## src/scp_pkg.sv

```systemverilog
// Package: constants, types and decode functions of the scenery command parser.
package scp_pkg;

  localparam int OpcodeSlots = 35;
  localparam int CounterBits = 40;
  localparam int OfsBits = 40;
  localparam int NumStats = 8;
  localparam int NumEntries = 1 + NumStats + OpcodeSlots;
  localparam int IdBits = 6;
  localparam int AddrBits = $clog2(NumEntries);

  localparam logic [CounterBits-1:0] CntMax = {CounterBits{1'b1}};
  localparam logic [OfsBits-1:0] OfsMax = {OfsBits{1'b1}};

  localparam logic [2:0] PH_OPC    = 3'd0;
  localparam logic [2:0] PH_HEAD   = 3'd1;
  localparam logic [2:0] PH_SKIP   = 3'd2;
  localparam logic [2:0] PH_LOD    = 3'd3;
  localparam logic [2:0] PH_RCOUNT = 3'd4;
  localparam logic [2:0] PH_RLIST  = 3'd5;

  localparam logic [1:0] ST_OK      = 2'd0;
  localparam logic [1:0] ST_TRUNC   = 2'd1;
  localparam logic [1:0] ST_RESV    = 2'd2;
  localparam logic [1:0] ST_UNKNOWN = 2'd3;

  // one memory update request from the parser
  typedef struct packed {
    logic                   hist_en;
    logic [AddrBits-1:0]    hist_addr;
    logic                   stat_en;
    logic [2:0]             stat_idx;
    logic                   tri_en;
    logic [31:0]            tri_amount;
  } upd_t;

  function automatic logic [2:0] head_len(input logic [5:0] op);
    unique case (op)
      6'd12, 6'd14: head_len = 3'd3;
      6'd15: head_len = 3'd5;
      6'd25, 6'd28, 6'd31, 6'd34: head_len = 3'd4;
      6'd33: head_len = 3'd2;
      default: head_len = 3'd1;
    endcase
  endfunction

  function automatic logic [2:0] fixed_len(input logic [7:0] op);
    unique case (op)
      8'd1, 8'd4, 8'd7: fixed_len = 3'd2;
      8'd2, 8'd5, 8'd8, 8'd10: fixed_len = 3'd4;
      8'd3, 8'd6, 8'd17: fixed_len = 3'd1;
      8'd13: fixed_len = 3'd6;
      default: fixed_len = 3'd0;
    endcase
  endfunction

  // statistics counter bumped at command completion; bit 3 set means none
  function automatic logic [3:0] stat_of(input logic [5:0] op);
    if (op == 6'd1) stat_of = 4'd0;
    else if (op >= 6'd3 && op <= 6'd5) stat_of = 4'd1;
    else if (op == 6'd7 || op == 6'd8) stat_of = 4'd2;
    else if (op >= 6'd9 && op <= 6'd11) stat_of = 4'd3;
    else if (op >= 6'd12 && op <= 6'd15) stat_of = 4'd4;
    else if (op >= 6'd16 && op <= 6'd18) stat_of = 4'd5;
    else if (op >= 6'd23 && op <= 6'd31) stat_of = 4'd6;
    else stat_of = 4'd8;
  endfunction

endpackage

```

## src/scenery_command_stream_parser_core.sv

```systemverilog
// Per byte beat: a beat can start up to two counter updates (histogram, statistic
// or vertex sum), and input then stalls until they are all written back.
// Report: after the stream_end beat the updates drain, then 44 beats follow, each a
// memory read and then the output register, with one read in flight at most.
// A sweep then clears the histogram; input resumes once the last beat left.
// rst is synchronous active high; per-entry valid bits make all counters read zero.
module scenery_command_stream_parser_core (
  input  logic        clk,
  input  logic        rst,
  input  logic        s_tvalid,
  output logic        s_tready,
  input  logic [15:0] s_tdata,   // data_byte[7:0], byte_valid[8], zero[15:9]
  input  logic        s_tlast,   // stream_end
  output logic        m_tvalid,
  input  logic        m_tready,
  output logic [47:0] m_tdata,   // counter_id[5:0], counter_value[45:6], zero[47:46]
  output logic [1:0]  m_tuser,   // status
  output logic        m_tlast    // run_last
);

  localparam logic [1:0] S_RUN = 2'd0;
  localparam logic [1:0] S_DRAIN = 2'd1;
  localparam logic [1:0] S_REP = 2'd2;
  localparam logic [1:0] S_CLR = 2'd3;

  logic [1:0] state;
  logic take, acc, pend, busy, rd_en, clr_en, restart;
  logic [1:0] err, st_rep;
  logic [scp_pkg::OfsBits-1:0] boff, eoff;
  logic [scp_pkg::AddrBits-1:0] idx, clr_addr;
  logic [scp_pkg::CounterBits-1:0] rd_data;
  logic [scp_pkg::OfsBits-1:0] off_hold;
  logic rd_v, ordy;
  logic [scp_pkg::AddrBits-1:0] rd_i;
  scp_pkg::upd_t upd;

  assign s_tready = (state == S_RUN) && !pend;
  assign acc = s_tvalid && s_tready;
  assign take = acc && s_tdata[8] && (err == scp_pkg::ST_OK);
  assign ordy = !m_tvalid || m_tready;
  // one read in flight at most, so the output register is free when it lands
  assign rd_en = (state == S_REP) && ordy && !rd_v;
  assign clr_en = (state == S_CLR);
  assign clr_addr = idx;
  assign restart = (state == S_CLR) && (idx == scp_pkg::AddrBits'(scp_pkg::NumEntries - 1));

  scp_parser u_parser (
    .clk, .rst, .take, .restart, .data_byte(s_tdata[7:0]), .upd, .busy, .err,
    .byte_offset(boff), .error_offset(eoff)
  );

  scp_counters u_cnt (
    .clk, .rst, .upd, .clr_en(clr_en && idx >= scp_pkg::AddrBits'(9)), .clr_addr,
    .rd_en, .rd_addr(idx), .rd_data, .pend
  );

  always_ff @(posedge clk) begin
    if (rst) begin
      state <= S_RUN;
      idx <= '0;
      m_tvalid <= 1'b0;
      rd_v <= 1'b0;
    end else begin
      rd_v <= rd_en;
      if (rd_v) begin
        m_tvalid <= 1'b1;
        m_tdata <= {2'b00, (rd_i == '0) ? off_hold : rd_data, 6'(rd_i)};
        m_tuser <= st_rep;
        m_tlast <= (rd_i == scp_pkg::AddrBits'(scp_pkg::NumEntries - 1));
      end else if (m_tready) m_tvalid <= 1'b0;
      unique case (state)
        S_RUN: if (acc && s_tlast) state <= S_DRAIN;
        S_DRAIN: if (!pend) begin
          st_rep <= (err == scp_pkg::ST_OK && busy) ? scp_pkg::ST_TRUNC : err;
          off_hold <= (err == scp_pkg::ST_OK && !busy) ? boff : eoff;
          idx <= '0;
          state <= S_REP;
        end
        S_REP: if (rd_en) begin
          if (idx == scp_pkg::AddrBits'(scp_pkg::NumEntries - 1)) begin
            idx <= '0;
            state <= S_CLR;
          end else idx <= idx + 1'b1;
        end
        S_CLR: if (restart) begin
          if (!(m_tvalid || rd_v)) state <= S_RUN;
          else idx <= idx;
          if (!(m_tvalid || rd_v)) idx <= '0;
        end else idx <= idx + 1'b1;
        default: state <= S_RUN;
      endcase
    end
    rd_i <= idx;
  end

endmodule

```

## src/scp_parser.sv

```systemverilog
// Byte-level command decoder: phases, skip counts, offsets and error latch.
module scp_parser (
  input  logic                          clk,
  input  logic                          rst,
  input  logic                          take,      // valid byte accepted
  input  logic                          restart,   // report taken, start new payload
  input  logic [7:0]                    data_byte,
  output scp_pkg::upd_t                 upd,
  output logic                          busy,      // mid command
  output logic [1:0]                    err,
  output logic [scp_pkg::OfsBits-1:0]   byte_offset,
  output logic [scp_pkg::OfsBits-1:0]   error_offset
);

  logic [2:0]  phase, phase_next;
  logic [5:0]  opcode, opcode_next;
  logic [32:0] skip, skip_next;
  logic [7:0]  rings, rings_next;
  logic [31:0] fa, fa_next;
  logic [1:0]  err_next;
  logic [scp_pkg::OfsBits-1:0] eoff_next, here, nxt;

  assign busy = (phase != scp_pkg::PH_OPC);

  always_comb begin
    logic fin;
    logic [3:0] st;
    logic [2:0] pos, fl;
    logic [7:0] third;
    logic [32:0] lst;
    logic [15:0] lo, hi;
    logic do_list;
    phase_next = phase;
    opcode_next = opcode;
    skip_next = skip;
    rings_next = rings;
    fa_next = fa;
    err_next = err;
    eoff_next = error_offset;
    upd = '0;
    fin = 1'b0;
    st = '0;
    do_list = 1'b0;
    lst = '0;
    here = byte_offset;
    nxt = (byte_offset == scp_pkg::OfsMax) ? byte_offset : byte_offset + 1'b1;
    pos = '0;
    fl = '0;
    third = fa[23:16];
    lo = '0;
    hi = '0;
    if (take) begin
      unique case (phase)
        scp_pkg::PH_OPC: begin
          opcode_next = data_byte[5:0];
          fa_next = '0;
          eoff_next = nxt;
          if (data_byte < 8'(scp_pkg::OpcodeSlots)) begin
            upd.hist_en = 1'b1;
            upd.hist_addr = scp_pkg::AddrBits'(data_byte + 8'd9);
          end
          fl = scp_pkg::fixed_len(data_byte);
          if (data_byte == 8'd0) begin
            err_next = scp_pkg::ST_RESV;
            eoff_next = here;
          end else if (fl != 3'd0) begin
            skip_next = 33'(fl);
            phase_next = scp_pkg::PH_SKIP;
          end else if (data_byte == 8'd16) begin
            fin = 1'b1;
          end else if (data_byte == 8'd18) begin
            skip_next = 33'd8;
            phase_next = scp_pkg::PH_LOD;
          end else if (data_byte == 8'd9 || data_byte == 8'd11 || data_byte == 8'd12 ||
                       data_byte == 8'd14 || data_byte == 8'd15 ||
                       (data_byte >= 8'd23 && data_byte <= 8'd34)) begin
            skip_next = 33'(scp_pkg::head_len(data_byte[5:0]));
            phase_next = scp_pkg::PH_HEAD;
          end else begin
            err_next = scp_pkg::ST_UNKNOWN;
            eoff_next = here;
          end
        end
        scp_pkg::PH_HEAD: begin
          pos = scp_pkg::head_len(opcode) - skip[2:0];
          fa_next = fa | (32'(data_byte) << {pos[1:0], 3'b000});
          skip_next = skip - 1'b1;
          third = fa_next[23:16];
          if (skip == 33'd1) begin
            unique case (opcode)
              6'd12, 6'd15: begin
                do_list = 1'b1;
                lst = 33'({third, 1'b0});
              end
              6'd14: begin
                rings_next = third;
                if (third == 8'd0) fin = 1'b1;
                else begin
                  eoff_next = nxt;
                  phase_next = scp_pkg::PH_RCOUNT;
                end
              end
              6'd25, 6'd28, 6'd31: begin
                lo = fa_next[15:0];
                hi = fa_next[31:16];
                fa_next = (hi > lo) ? 32'(hi - lo) : 32'd0;
                fin = 1'b1;
              end
              6'd33: begin
                do_list = 1'b1;
                lst = 33'(fa_next[15:0]);
              end
              6'd34: begin
                do_list = 1'b1;
                lst = 33'(fa_next);
              end
              6'd32: begin
                do_list = 1'b1;
                lst = 33'(fa_next[7:0]);
              end
              6'd11, 6'd24, 6'd27, 6'd30: begin
                fa_next = 32'(fa_next[7:0]);
                do_list = 1'b1;
                lst = 33'({fa_next[7:0], 2'b00});
              end
              default: begin
                fa_next = 32'(fa_next[7:0]);
                do_list = 1'b1;
                lst = 33'({fa_next[7:0], 1'b0});
              end
            endcase
            if (do_list) begin
              eoff_next = nxt;
              if (lst == '0) fin = 1'b1;
              else begin
                skip_next = lst;
                phase_next = scp_pkg::PH_SKIP;
              end
            end
          end
        end
        scp_pkg::PH_SKIP: begin
          skip_next = skip - 1'b1;
          if (skip == 33'd1) fin = 1'b1;
        end
        scp_pkg::PH_LOD: begin
          skip_next = skip - 1'b1;
          if (skip == 33'd1) begin
            eoff_next = nxt;
            skip_next = 33'd1;
            phase_next = scp_pkg::PH_SKIP;
          end
        end
        scp_pkg::PH_RCOUNT: begin
          rings_next = rings - 1'b1;
          eoff_next = nxt;
          if (data_byte == 8'd0) begin
            if (rings_next == 8'd0) fin = 1'b1;
          end else begin
            skip_next = 33'({data_byte, 1'b0});
            phase_next = scp_pkg::PH_RLIST;
          end
        end
        scp_pkg::PH_RLIST: begin
          skip_next = skip - 1'b1;
          if (skip == 33'd1) begin
            if (rings == 8'd0) fin = 1'b1;
            else begin
              eoff_next = nxt;
              phase_next = scp_pkg::PH_RCOUNT;
            end
          end
        end
        default: phase_next = scp_pkg::PH_OPC;
      endcase
      if (fin) begin
        st = scp_pkg::stat_of(opcode_next);
        if (!st[3]) begin
          upd.stat_en = 1'b1;
          upd.stat_idx = st[2:0];
        end
        if (st == 4'd6) begin
          upd.tri_en = 1'b1;
          upd.tri_amount = fa_next;
        end
        phase_next = scp_pkg::PH_OPC;
        skip_next = '0;
      end
    end
  end

  always_ff @(posedge clk) begin
    if (rst || restart) begin
      phase <= scp_pkg::PH_OPC;
      opcode <= '0;
      skip <= '0;
      rings <= '0;
      fa <= '0;
      byte_offset <= '0;
      err <= scp_pkg::ST_OK;
      error_offset <= '0;
    end else begin
      phase <= phase_next;
      opcode <= opcode_next;
      skip <= skip_next;
      rings <= rings_next;
      fa <= fa_next;
      err <= err_next;
      error_offset <= eoff_next;
      if (take) byte_offset <= nxt;
    end
  end

endmodule

```

## src/scp_counters.sv

```systemverilog
// Counter memory: statistics and histogram, read-modify-write and report readout.
module scp_counters (
  input  logic                              clk,
  input  logic                              rst,
  input  scp_pkg::upd_t                     upd,
  input  logic                              clr_en,    // clear sweep write
  input  logic [scp_pkg::AddrBits-1:0]      clr_addr,
  input  logic                              rd_en,     // report read
  input  logic [scp_pkg::AddrBits-1:0]      rd_addr,
  output logic [scp_pkg::CounterBits-1:0]   rd_data,
  output logic                              pend       // write back still due
);

  localparam int W = scp_pkg::CounterBits;

  logic [W-1:0] mem [scp_pkg::NumEntries];
  logic [scp_pkg::NumEntries-1:0] vld;   // entry not valid reads zero

  // stage 1: memory read; stage 2: add and write
  logic                          s_en;
  logic [scp_pkg::AddrBits-1:0]  s_addr;
  logic [32:0]                   s_amt;
  logic                          t_en;
  logic [scp_pkg::AddrBits-1:0]  t_addr;
  logic [32:0]                   t_amt;
  logic [W-1:0]                  q, last_wr, base, sum_w;
  logic [scp_pkg::AddrBits-1:0]  last_addr;
  logic                          last_en;
  logic [W:0]                    sum;

  // Pending update slots from one beat, served one per cycle in order:
  // histogram, statistic, vertex sum.
  logic                          h_en, st_en, tr_en;
  logic [scp_pkg::AddrBits-1:0]  h_addr, st_addr;
  logic [31:0]                   tr_amt;

  assign pend = h_en | st_en | tr_en | s_en | t_en;

  always_comb begin
    s_en = 1'b0;
    s_addr = '0;
    s_amt = '0;
    priority if (h_en) begin
      s_en = 1'b1;
      s_addr = h_addr;
      s_amt = 33'd1;
    end else if (st_en) begin
      s_en = 1'b1;
      s_addr = st_addr;
      s_amt = 33'd1;
    end else if (tr_en) begin
      s_en = 1'b1;
      s_addr = scp_pkg::AddrBits'(8);
      s_amt = 33'(tr_amt);
    end
  end

  always_ff @(posedge clk) begin
    if (rst) begin
      h_en <= 1'b0;
      st_en <= 1'b0;
      tr_en <= 1'b0;
    end else begin
      if (upd.hist_en | upd.stat_en | upd.tri_en) begin
        h_en <= upd.hist_en;
        st_en <= upd.stat_en;
        tr_en <= upd.tri_en;
      end else if (h_en) h_en <= 1'b0;
      else if (st_en) st_en <= 1'b0;
      else tr_en <= 1'b0;
    end
    if (upd.hist_en | upd.stat_en | upd.tri_en) begin
      h_addr <= upd.hist_addr;
      st_addr <= scp_pkg::AddrBits'(upd.stat_idx + 4'd1);
      tr_amt <= upd.tri_amount;
    end
  end

  always_ff @(posedge clk) begin
    q <= mem[rd_en ? rd_addr : s_addr];
    if (t_en) mem[t_addr] <= sum_w;
    else if (clr_en) mem[clr_addr] <= '0;
  end

  always_ff @(posedge clk) begin
    if (rst) begin
      vld <= '0;
      t_en <= 1'b0;
      last_en <= 1'b0;
    end else begin
      t_en <= s_en & ~rd_en;
      last_en <= t_en;
      if (t_en) vld[t_addr] <= 1'b1;
      else if (clr_en) vld[clr_addr] <= 1'b0;
    end
    t_addr <= s_addr;
    t_amt <= s_amt;
    last_addr <= t_addr;
    last_wr <= sum_w;
  end

  always_comb begin
    base = vld[t_addr] ? q : '0;
    if (last_en && last_addr == t_addr) base = last_wr;
    sum = {1'b0, base} + (W+1)'(t_amt);
    sum_w = sum[W] ? scp_pkg::CntMax : sum[W-1:0];
  end

  logic [scp_pkg::AddrBits-1:0] r_addr;
  logic r_en;
  always_ff @(posedge clk) begin
    r_addr <= rd_addr;
    r_en <= rd_en;
  end
  assign rd_data = (r_en && vld[r_addr]) ? q : '0;

endmodule

```

## config.mk

```make
export PLATFORM = sky130hd
export DESIGN_NAME = scenery_command_stream_parser_core
export DESIGN_NICKNAME = d
export VERILOG_FILES = /design/src/scp_pkg.sv /design/src/scenery_command_stream_parser_core.sv /design/src/scp_parser.sv /design/src/scp_counters.sv
export SDC_FILE = /design/constraint.sdc
export NUM_CORES = 2
export LEC_CHECK = 0
export ABC_AREA = 1
export ABC_CLOCK_PERIOD_IN_PS = 7100
export BUFFER_PORTS_ARGS = -buffer_cell sky130_fd_sc_hd__buf_4
export CAP_MARGIN = 30
export CORE_ASPECT_RATIO = 2
export CORE_MARGIN = 1.5
export CORE_UTILIZATION = 32
export CTS_BUF_LIST = sky130_fd_sc_hd__clkbuf_8
export DETAILED_ROUTE_END_ITERATION = 10
export MAX_ROUTING_LAYER = met4
export SETUP_SLACK_MARGIN = 0.4
export SKIP_CTS_REPAIR_TIMING = 1
export SYNTH_ARGS = -nofsm -noshare
export SYNTH_HDL_FRONTEND = slang
export SYNTH_SLANG_ARGS = --single-unit
export TNS_END_PERCENT = 50
```

## constraint.sdc

```tcl
create_clock -name clk -period 7.1 [get_ports clk]
set_clock_uncertainty 0.2 [all_clocks]
set_input_delay 0.71 -clock clk [delete_from_list [all_inputs] [get_ports clk]]
set_output_delay 0.71 -clock clk [all_outputs]
set_load 0.05 [all_outputs]
```

==> results.toml <==
[clocking]
clk_latency_ns = 0.99
cts_made_buffers = 300
htreeDepth = 5
cts_buffer_depth = 4
path_clk_slew_ns = 0.07
cts_tree = "done"
numClockSinks = 2247
cts_root_buffer = "clkbuf_8"

[synth]
async_flop_share = 0
yosysUniqueCellTypes = 64
yosysTopAreaCellShare = 0.592
synth_area_um2 = 96000
yosysSeqAreaShare = 0.666
ys_ff_latch = 2247
synthCells = 8884
avgSynthCellArea_um2 = 10.8
dominantRegCellSynth = "edfxtp_1"
yosysWarnings = 0
yosysTopAreaCell = "edfxtp_1"
synth_edf_count = 1893
synth_area_leaders = "edfxtp_1 (59%), dfxtp_1 (7.4%), o21ai_0 (6.3%), nor2_1 (5.3%), nand2_1 (3.7%)"

[layout]
nFillCells = 29300
multi_input_area_um2 = 28400
drive_above_1_share = 0.0975
finish.net_count = 9089
regArea_um2 = 63900
synthToLayoutAreaGrowth_pct = 13.5

[critical_path]
cp_max_fo = 22
end_kind = "flop"
cp.required_ns = 7.52
crit_arrival_ns = 6.76
crit_top_cell = "buf_4"
worstReg2RegEnd = "u_cnt.mem[2][19]"
ff2ff_setup_slack_ns = 0.76
r2r_start = "u_cnt.t_addr[0]"
crit_buf_inv = 9
critPathTopFamily = "compound AO/OA/AOI/OAI gates"
critPathKind = "flop to flop"
slowest_delay_ns = 0.69
worst-r2r-cell-count = 27
slowest_stage = "a21oi_2"
startpoint_type = "flop"

[timing]
finalSetupViolations = 0
period_share = 0.892
tightest_slew_ns = 1.09
drv_slew = 0
layout_min_cycle_time_ns = 6.34
slew_headroom = 0.273
rsz0062_at_grt = "true"
hold_viol = 0
fin_ws_ns = 0.764
tns_ns = 0
fmax_ghz = 0.158

[route]
vias = 71600
ant_nets = 0
drc = 0
drt_iter0_drc = 6215
wl_um = 325000
drtPass1Iterations = 7
route.detailed.wl_per_inst_um = 24.6
vias_per_cell = 5.41

[min_path]
min-delay-path-class = "input pin to flop"
holdPathEnd = "state[1]"
hold_path.startpoint = "s_tlast"
holdPathStages = 4

[floorplan]
num_rows = 284
ioPinCount = 74
start_util = 0.321
core_area_um2 = 299000
die_y_um = 777
die_area_um2 = 303000
die_w_um = 390

[global_routing]
grt_pass1_vias = 72500
grt_max_degree = 188
antenna_found_initial = 6
track_usage = 0.214
overflow = 0
grt_pass1_wl_um = 469000

[place]
post-dp-hpwl_um = 208000
gp_congestion = 0.983
post-place-ws_ns = 0.600
placement.io_buffers = 64

[job]
maxCapViolCount = 0

[power]
powerDensity_nw_per_um2 = 261
leakage_nw = 35.9
ir_worst_vdd_mv = 0.341

[outcome]
status = "completed"
how the worst max path moves through the flow:
stage,start,endpoint,slack [ns],cells after the start
2_1_floorplan,u_cnt.t_addr[2],u_cnt.mem[0][24],1.03,24
3_3_place_gp,u_cnt.t_addr[1],u_cnt.mem[7][26],0.36,30
3_5_place_dp,u_cnt.t_addr[1],u_cnt.mem[15][25],0.60,29
4_1_cts,u_cnt.t_addr[1],u_cnt.mem[36][25],0.55,29
5_1_grt,u_cnt.t_addr[0],u_cnt.mem[40][19],0.34,29
6_report,u_cnt.t_addr[0],u_cnt.mem[2][19],0.76,27
Yosys cell counts, types with 28 or more instances:
cell and number:
a21oi_1 361, a31oi_1 30, dfxtp_1 354, nand2_1 942, o221ai_1 203, o22ai_1 274
nor3_1 68, inv_1 585, xor2_1 82, clkbuf_1 479, nor2_1 1350, edfxtp_1 1893
o21ai_0 1203, ha_1 66, nand3_1 476, o21ai_1 28, o211ai_1 201, nand4_1 45
per-stage QoR:
step | std cells | hold WS, ns | utilization | power [mW] | area, um2
floorplan | 8886 | 0.126 | - | 17.5 | 96000
global placement | 12700 | 0.215 | 0.344 | 19.0 | 103000
detailed placement | 12700 | 0.211 | 0.345 | 19.0 | 103000
CTS | 13200 | -0.239 | 0.364 | 28.6 | 109000
global route | 13200 | 0.0251 | 0.365 | 29.5 | 109000
finish | 13200 | 0.0451 | 0.365 | 28.5 | 109000
kinds of logic (layout without fill, tap and decap cells):
| family | after synthesis | after routing | share of synthesized area |
|---|---|---|---|
| xor+xnor | 102 | 102 | 0.00931 |
| fa+ha+maj | 68 | 68 | 0.00902 |
| mux | 1 | 1 | 0.000117 |
| flops | 2247 | 2247 | 0.666 |
| simple gates | 2946 | 2946 | 0.126 |
| other cells | 1 | 23 | 0.0000391 |
| buf+inv | 1139 | 1474 | 0.0454 |
| compound gates | 2380 | 2381 | 0.144 |
cell type report:
| cell class | count | area share |
|---|---|---|
| clock inverters | 205 | 0.0114 |
| repair buffers | 347 | 0.0337 |
| diodes | 20 | 0.000459 |
| clock buffers | 319 | 0.0403 |
| inverters | 603 | 0.0210 |
| flip-flops and latches | 2247 | 0.587 |
| multi-input cells | 5501 | 0.260 |
| well taps | 4004 | 0.0460 |
placed cells by master, fill, tap and decap left out, types with 20 or more instances in the layout:
| master | synthesis | final |
|---|---|---|
| nand2_1 | 942 | 940 |
| edfxtp_1 | 1893 | 1893 |
| xnor2_1 | 20 | 20 |
| o211ai_1 | 201 | 201 |
| o221ai_1 | 203 | 203 |
| dfxtp_1 | 354 | 354 |
| a21oi_1 | 361 | 329 |
| clkinv_1 | 3 | 57 |
| a31oi_1 | 30 | 29 |
| buf_4 | 7 | 261 |
| a21oi_2 | 0 | 23 |
| clkinv_2 | 0 | 48 |
| inv_1 | 585 | 653 |
| o21ai_0 | 1203 | 1203 |
| o21ai_1 | 28 | 23 |
| xor2_1 | 82 | 82 |
| clkbuf_8 | 0 | 319 |
| nor3_1 | 68 | 66 |
| nor2_1 | 1350 | 1301 |
| buf_12 | 0 | 72 |
| nand4_1 | 45 | 45 |
| nor2_4 | 1 | 47 |
| nor4_1 | 24 | 24 |
| nand3_1 | 476 | 471 |
| ha_1 | 66 | 66 |
| diode_2 | 0 | 20 |
| o22ai_1 | 274 | 274 |
worst min-delay path: stages:
cell     delay, ns
buf_4         0.08
a21oi_1       0.09
nor3_1        0.17
nor2_1        0.07
metal layers:
layer,track usage,vias to the layer above,part of all wire
met1,0.204,35500,0.33
met5,-,-,0
met2,0.392,2981,0.54
met4,0.161,0,0.085
li1,-,32100,-
met3,0.0229,1047,0.051
power breakdown:
part / switching, mW / internal (mW) / total [mW] / leakage (nW)
Sequential: 0.246 / 14.5 / 14.7 / 18.7
Clock: 5.04 / 4.60 / 9.64 / 3.17
Combinational: 3.03 / 1.08 / 4.11 / 14.0
Total: 8.32 / 20.1 / 28.5 / 35.9
state kept, by name, summed over array words and instances (netlist names), 33 cells and up:
signal	flops
m_tdata	46
off_hold	40
u_cnt.last_wr	40
u_cnt.mem	1760
u_cnt.q	40
u_cnt.vld	44
u_parser.byte_offset	40
u_parser.error_offset	40
u_parser.skip	33
(Power assumes the default switching activity.)
